### config.mk
export PLATFORM = sky130hd
export DESIGN_NAME = cbr_ctrl
export DESIGN_NICKNAME = d
export VERILOG_FILES = /design/src/sv/cbr_pkg.sv /design/src/sv/cbr_ctrl.sv
export SDC_FILE = /design/constraint.sdc
export NUM_CORES = 1
export LEC_CHECK = 0
export ABC_AREA = 1
export BUFFER_PORTS_ARGS = -buffer_cell sky130_fd_sc_hd__buf_2
export CAP_MARGIN = 25
export CORE_AREA = 2 2 39 41
export CTS_CLUSTER_DIAMETER = 200
export DETAILED_ROUTE_END_ITERATION = 7
export DIE_AREA = 0 0 41 43
export GPL_ROUTABILITY_DRIVEN = 0
export PLACE_DENSITY = 0.5
export RECOVER_POWER = 50
export SYNTH_ARGS = -nofsm -noshare
export SYNTH_HDL_FRONTEND = slang
export SYNTH_SLANG_ARGS = --single-unit
### constraint.sdc
create_clock -name clk -period 2.8 [get_ports clk]
set_input_delay 0.42 -clock clk [delete_from_list [all_inputs] [get_ports clk]]
set_output_delay 0.42 -clock clk [all_outputs]
set_load 0.01 [all_outputs]
### src/sv/cbr_pkg.sv
package cbr_pkg;

  typedef enum logic [1:0] {
    OP_LOAD_ACT    = 2'd0,
    OP_LOAD_WEIGHT = 2'd1,
    OP_LOAD_BIAS   = 2'd2,
    OP_COMPUTE     = 2'd3
  } op_t;

  typedef enum logic [2:0] {
    REG_IN_WIDTH    = 3'd0,
    REG_IN_HEIGHT   = 3'd1,
    REG_IN_CHANNELS = 3'd2,
    REG_NUM_FILTERS = 3'd3,
    REG_KERNEL_SIDE = 3'd4,
    REG_STRIDE_STEP = 3'd5,
    REG_OUT_WIDTH   = 3'd6,
    REG_OUT_HEIGHT  = 3'd7
  } reg_idx_t;

  typedef enum logic [3:0] {
    ST_IDLE,
    ST_CHK0,
    ST_CHK1,
    ST_CHK2,
    ST_CHK3,
    ST_CHK4,
    ST_SETUP,
    ST_ADDR,
    ST_RUN,
    ST_DRAIN,
    ST_BIAS,
    ST_DONE,
    ST_OUT
  } state_t;

  typedef struct packed {
    logic start;
    logic chk0;
    logic chk1;
    logic chk2;
    logic chk3;
    logic chk4;
    logic setup;
    logic step;
    logic finish;
  } cmd_t;

  typedef struct packed {
    logic bad;
    logic last;
    logic empty;
  } sts_t;

endpackage

### src/sv/cbr_ctrl.sv
module cbr_ctrl (
  input  logic          clk,
  input  logic          rst,
  input  logic          start,
  input  logic          out_ready,
  input  cbr_pkg::sts_t sts,
  output cbr_pkg::cmd_t cmd,
  output logic          busy,
  output logic          out_valid
);
  import cbr_pkg::*;

  state_t state, state_next;

  always_ff @(posedge clk) begin
    if (rst) begin
      state <= ST_IDLE;
    end else begin
      state <= state_next;
    end
  end

  always_comb begin
    state_next = state;
    unique case (state)
      ST_IDLE:  if (start) state_next = ST_CHK0;
      ST_CHK0:  state_next = ST_CHK1;
      ST_CHK1:  state_next = ST_CHK2;
      ST_CHK2:  state_next = ST_CHK3;
      ST_CHK3:  state_next = ST_CHK4;
      ST_CHK4:  state_next = ST_SETUP;
      ST_SETUP: begin
        if (sts.bad) state_next = ST_DONE;
        else if (sts.empty) state_next = ST_BIAS;
        else state_next = ST_ADDR;
      end
      ST_ADDR:  state_next = ST_RUN;
      ST_RUN:   if (sts.last) state_next = ST_DRAIN;
      ST_DRAIN: state_next = ST_BIAS;
      ST_BIAS:  state_next = ST_DONE;
      ST_DONE:  state_next = ST_OUT;
      ST_OUT:   if (out_ready) state_next = ST_IDLE;
      default:  state_next = ST_IDLE;
    endcase
  end

  always_comb begin
    cmd = '0;
    cmd.start = (state == ST_IDLE) && start;
    cmd.chk0 = (state == ST_CHK0);
    cmd.chk1 = (state == ST_CHK1);
    cmd.chk2 = (state == ST_CHK2);
    cmd.chk3 = (state == ST_CHK3);
    cmd.chk4 = (state == ST_CHK4);
    cmd.setup = (state == ST_SETUP);
    cmd.step = (state == ST_RUN);
    cmd.finish = (state == ST_DONE);
    busy = (state != ST_IDLE);
    out_valid = (state == ST_OUT);
  end

endmodule

==> results of run 1 <==
-- area by class of cell --
type | count | area (sq um)
Clock buffer | 3 | 22.5
Fill cell | 163 | 913
Inverter | 13 | 48.8
Multi-Input combinational cell | 42 | 215
Sequential cell | 4 | 80.1
Tap cell | 16 | 20.0
Timing Repair Buffer | 17 | 83.8
-- routing by layer --
layer / routed length [um] / part of all wire / vias up
li1: - / - / 223
met4: 0 / 0 / 0
met2: 409 / 0.47 / 11
met1: 413 / 0.47 / 174
met3: 50 / 0.057 / 0
met5: 0 / 0 / -
-- Yosys cell counts (all sizes together) --
library cell	count	share of area
a21oi	1	0.014
a221oi	1	0.024
dfxtp	4	0.22
inv	13	0.13
nand2	14	0.21
nand3	5	0.069
nand3b	1	0.021
nor2	16	0.21
nor3b	1	0.035
o211ai	1	0.021
o21ai	1	0.014
o22ai	1	0.017
-- per-stage QoR --
step / setup WS [ns] / hold WS (ns) / utilization / area [sq um]
after global routing: 0.978 / 0.434 / 0.340 / 470
after floorplan: 1.51 / 0.487 / - / 362
after global placement: 1.43 / 0.546 / 0.337 / 467
final: 1.12 / 0.423 / 0.340 / 470
after CTS: 1.21 / 0.419 / 0.354 / 489
after detailed placement: 1.46 / 0.539 / 0.337 / 467
-- cell families after synthesis --
kind of cell | Yosys count | share of synthesized area
flops | 4 | 0.221
buf+inv | 13 | 0.135
simple gates | 37 | 0.554
compound gates | 5 | 0.0900
-- worst max-delay path, stage by stage (launching register included) --
cell     delay (ns)
dfxtp_1        0.34
inv_1          0.15
nand2_1        0.14
nor2_2         0.14
inv_1          0.06
nor2_1         0.08
buf_2          0.13
-- power by group through the flow --
stage | clock, mW | combinational, mW | sequential, mW
2_1_floorplan | 0 | 0.0539 | 0.0688
6_report | 0.0688 | 0.0713 | 0.0690
3_5_place_dp | 0 | 0.0775 | 0.0702
3_3_place_gp | 0 | 0.0787 | 0.0710
5_1_grt | 0.0757 | 0.0801 | 0.0697
4_1_cts | 0.0724 | 0.0779 | 0.0693
-- how the worst max path moves through the flow --
stage	cells past startpoint	slack [ns]	endpoint
3_5_place_dp	6	1.46	cmd[8]
3_3_place_gp	6	1.43	cmd[8]
5_1_grt	6	0.98	cmd[8]
2_1_floorplan	5	1.51	cmd[8]
6_report	6	1.12	cmd[8]
4_1_cts	6	1.21	cmd[8]
==> results.md, run 1 <==
* Status: finished clean
* Die W at 41 um
* Finished Layout Cells at 95
* Root Buffer: clkbuf_4
* Commonest non-fill, non-tap cell in the layout: buf_2
* Slew Limit Fails at 0
* Pleak at 0.279 nW
* Initial antenna violation count at 0
* Hold path cells at 2
* Gr ovfl total at 0
* Clk pin slew, worst setup/hold paths at 0.04 ns
* Sink Count at 4
* IO buf count at 17
* Crit Path Class: register to output port
* Number of antenna-violating nets in the routed design at 0
* FF-to-FF setup slack at about 1.6 ns
* Flop pwr share at 0.330
* Synth Cell Area at ~360 sq um
* Crit. End Element: output port
* Clk_lat worst skew at 0.23 ns
* Largest regs: state x4
* Final wirelength at 873 um
* Slew Limit Headroom at 0.846
* Mean Syn Cell Area at 6.13 sq um
* Final hold violations at 0
* Routed wire per std cell at 9.19 um
* Fmax at approximately 0.59 GHz
* Fin crit period at 1.68 ns
* DR pass1 iterations at 4
* Busiest grt layer: met2
* Post-DP HPWL at 730 um
* Ant diodes at 0
* Final setup TNS at 0 ns
* P_int at roughly 0.14 mW
* Routing usage on met3 at 0.0471
* TritonCTS Buffers at 3
* Most frequent cells in the layout: 16 x buf_2, 12 x nor2_1, 11 x inv_1
* Worst r2r src: state[1]$_SDFFE_PP0P_
* Syn. warnings at 0
* Cell Rows at 14
* Die area at roughly 0.0018 sq mm
* RSZ-0062 raised after global routing: false
* Largest register FFs at 4
* Max Cap Viol at 0
* Post-synthesis sequential area ratio at 0.221
* Hold-critical path endpoint: state[3]$_SDFFE_PP0P_
* Grt met1 use at 0.145
* Yosys reg bits at 4
* Arrival @ worst endpoint at around 1.3 ns
* Setup crit start: state[2]$_SDFFE_PP0P_
* Die Y-Extent at 43 um
* Starting Density at 0.261
* CTS Hold Bufs at 0
* Placed cell count at roughly 90
* Vias in the first global route at 352
* Reg2reg path depth at 7
* Sw power at approximately 0.07 mW
* Clock tree buffer depth at 2
* Worst vdd ir at 0.248 mV
* Synthesized Nets at 66
* Post CTS Setup Buffer Count at 0
* Final period util at 0.601
* CTS tree: built
* Comb power frac at 0.341
* Sw Ratio at 0.343
* Boundary pin count at 18
* Worst-path maximum fanout at 5
* Clock skew at 0.00102 ns
* Yosys cell types at 17
* Drt via density at 4.29
* Worst slew pin tran at around 0.23 ns
* Post_cts resized at 0
* Cells after Synth at 59
* Largest Register: state
* Largest net degree at the start of global routing at 6
* Hold crit path type: primary input to register
* Clock share of power at 0.329
* CP startpoint kind: register
* Via count at 408
* Core area at roughly 0.0014 sq mm
* P&R area growth vs syn at 30.1%
* Iter 0 DRT Violations at 4
* Overall routing resource usage at 0.115
* H-tree levels at 1
* Total power at 0.209 mW
* CP required at 2.38 ns
* Final setup fails at 0
* Power density cells at between 400 and 500 mW/mm^2
* # DRC at 0
* Share of layout cells above drive strength 1 at 0.380
* Routing usage on met2 at 0.172
* Terminus of the critical flop-to-flop path: state[3]$_SDFFE_PP0P_
* First-pass GRT wire length at about 1400 um
* Nets at 88
* Hold Crit Start: rst
Power figures use the tool's default switching activity.
==> inputs of run 2 (changes only) <==
--- a/config.mk
+++ b/config.mk
@@ -13,7 +13,7 @@
 export DETAILED_ROUTE_END_ITERATION = 7
 export DIE_AREA = 0 0 41 43
 export GPL_ROUTABILITY_DRIVEN = 0
-export PLACE_DENSITY = 0.5
+export PLACE_DENSITY = 0.52
 export RECOVER_POWER = 50
 export SYNTH_ARGS = -nofsm -noshare
 export SYNTH_HDL_FRONTEND = slang
==> constraint.sdc (replaced) <==
create_clock -name clk -period 1.39 [get_ports clk]
set_input_delay 0.2085 -clock clk [delete_from_list [all_inputs] [get_ports clk]]
set_output_delay 0.2085 -clock clk [all_outputs]
set_load 0.01 [all_outputs]
==> results.md, run 2 (synthesis gave the netlist of run 1 again) <==
* Starting Density at 0.261
* Clock share of power at 0.304
* Final hold violations at 0
* Drt via density at 4.25
* Sink Count at 4
* Vias in the first global route at 338
* Largest register FFs at 4
* Final wirelength at 933 um
* Final setup TNS at 0 ns
* Clock skew at 0.00589 ns
* CP startpoint kind: register
* CTS Hold Bufs at 0
* Final period util at 0.940
* Worst vdd ir at 0.442 mV
* Iter 0 DRT Violations at 6
* Largest net degree at the start of global routing at 6
* Commonest non-fill, non-tap cell in the layout: buf_2
* Boundary pin count at 18
* DR pass1 iterations at 4
* Setup slack at placement at ~0.24 ns
* Clk_lat worst skew at around 0.24 ns
* H-tree levels at 1
* Worst setup margin at ~0.083 ns
* Die Y-Extent at between 40 and 50 um
* Most frequent cells in the layout: 17 x buf_2, 10 x nor2_1, 9 x inv_1
* Cell Rows at 14
* Fin crit period at 1.31 ns
* RSZ-0062 raised after global routing: true
* P_int at 0.309 mW
* Routed wire per std cell at 9.33 um
* Post-DP HPWL at around 730 um
* Fin util at 0.393
* Die W at 41 um
* IO buf count at 17
* # DRC at 0
* CTS tree: built
* Hold crit path type: primary input to register
* Gr ovfl total at 0
* Fmax at 0.765 GHz
* Largest regs: state x4
* Sw power at 0.168 mW
* Flop pwr share at 0.305
* Crit Path Class: register to output port
* Clock tree buffer depth at 2
* Die area at approximately 0.0018 sq mm
* Max Cap Viol at 0
* Largest Register: state
* P&R area growth vs syn at 50.5%
* Multi-input logic area at 240 sq um
* Number of fill cells in the layout at 156
* Arrival @ worst endpoint at 1.10 ns
* Worst-path maximum fanout at 4
* Pleak at 0.310 nW
* Number of antenna-violating nets in the routed design at 0
* Register area at approximately 88 sq um
* Comb power frac at 0.391
* CP required at 1.18 ns
* First-pass GRT wire length at roughly 1400 um
* Root Buffer: clkbuf_4
* Total power at 0.476 mW
* Share of layout cells above drive strength 1 at 0.548
* TritonCTS Buffers at 3
* Slew Limit Fails at 0
* Nets at 93
* Clk pin slew, worst setup/hold paths at 0.04 ns
* Initial antenna violation count at 0
* Ant diodes at 0
* Via count at roughly 430
* Slew Limit Headroom at 0.842
* Hold_ws at 0.190 ns
* Power density cells at 875 mW/mm^2
* Crit. End Element: output port
* Overall routing resource usage at 0.119
* Status: finished clean
* Core area at about 0.0014 sq mm
* Worst slew pin tran at ~0.24 ns
* Final setup fails at 0
* Sw Ratio at 0.352
-- run 2: changes by cell type in the layout (fill, tap and decap cells not counted), moves of 2 or more --
cell	change
dfxtp_1	-4
nor2_1	-2
nand2_4	+2
buf_4	+5
nand2_1	-2
dfxtp_2	+3
inv_1	-2
-- run 2: area by class of cell --
| cell class | count | area share |
|---|---|---|
| flip-flops and latches | 4 | 0.161 |
| multi-input cells | 42 | 0.441 |
| clock buffers | 3 | 0.0414 |
| inverters | 13 | 0.0943 |
| repair buffers | 22 | 0.225 |
| well taps | 16 | 0.0368 |
-- run 2: worst max-delay path: stages, from the launching register on --
cell     delay [ns]
dfxtp_2        0.34
inv_2          0.08
nand2_4        0.07
nor2_4         0.12
inv_1          0.05
nor2_1         0.07
buf_2          0.13
-- run 2: metrics by stage --
step | instance area (sq um) | instances
5_1_grt | 544 | 100
2_1_floorplan | 362 | 59
6_report | 544 | 100
4_1_cts | 512 | 98
3_3_place_gp | 467 | 92
3_5_place_dp | 467 | 92
-- run 2: worst paths after layout --
| check | start | endpoint | slack (ns) | depth (start not counted) |
|---|---|---|---|---|
| max | state[1]$_SDFFE_PP0P_ | cmd[8] | 0.08 | 6 |
| min | rst | state[3]$_SDFFE_PP0P_ | 0.19 | 2 |
| max reg2reg | state[1]$_SDFFE_PP0P_ | state[0]$_SDFFE_PP0P_ | 0.19 | 6 |
| min reg2reg | state[3]$_SDFFE_PP0P_ | state[1]$_SDFFE_PP0P_ | 0.50 | 1 |
-- run 2: routing by layer --
metal	up-vias	track usage	wire, um
met5	-	0	0
met4	0	0.0200	0
met3	0	0.0628	65
met2	17	0.163	417
met1	178	0.165	450
li1	230	-	-
-- run 2: what timing repair did --
item / in CTS / in global routing
resized for setup: 0 / 8
buffers inserted: 3 / 2
endpoints found under the setup margin: 1 / 5
endpoints found under the hold margin: 0 / 0
-- run 2: power groups by stage --
stage                     Combinational (mW)  Clock (mW)  Sequential [mW]
after floorplan                        0.109           0            0.139
after global placement                 0.156           0            0.143
after detailed placement               0.155           0            0.142
after CTS                              0.171       0.153            0.141
after global routing                   0.209       0.163            0.147
final                                  0.186       0.145            0.145
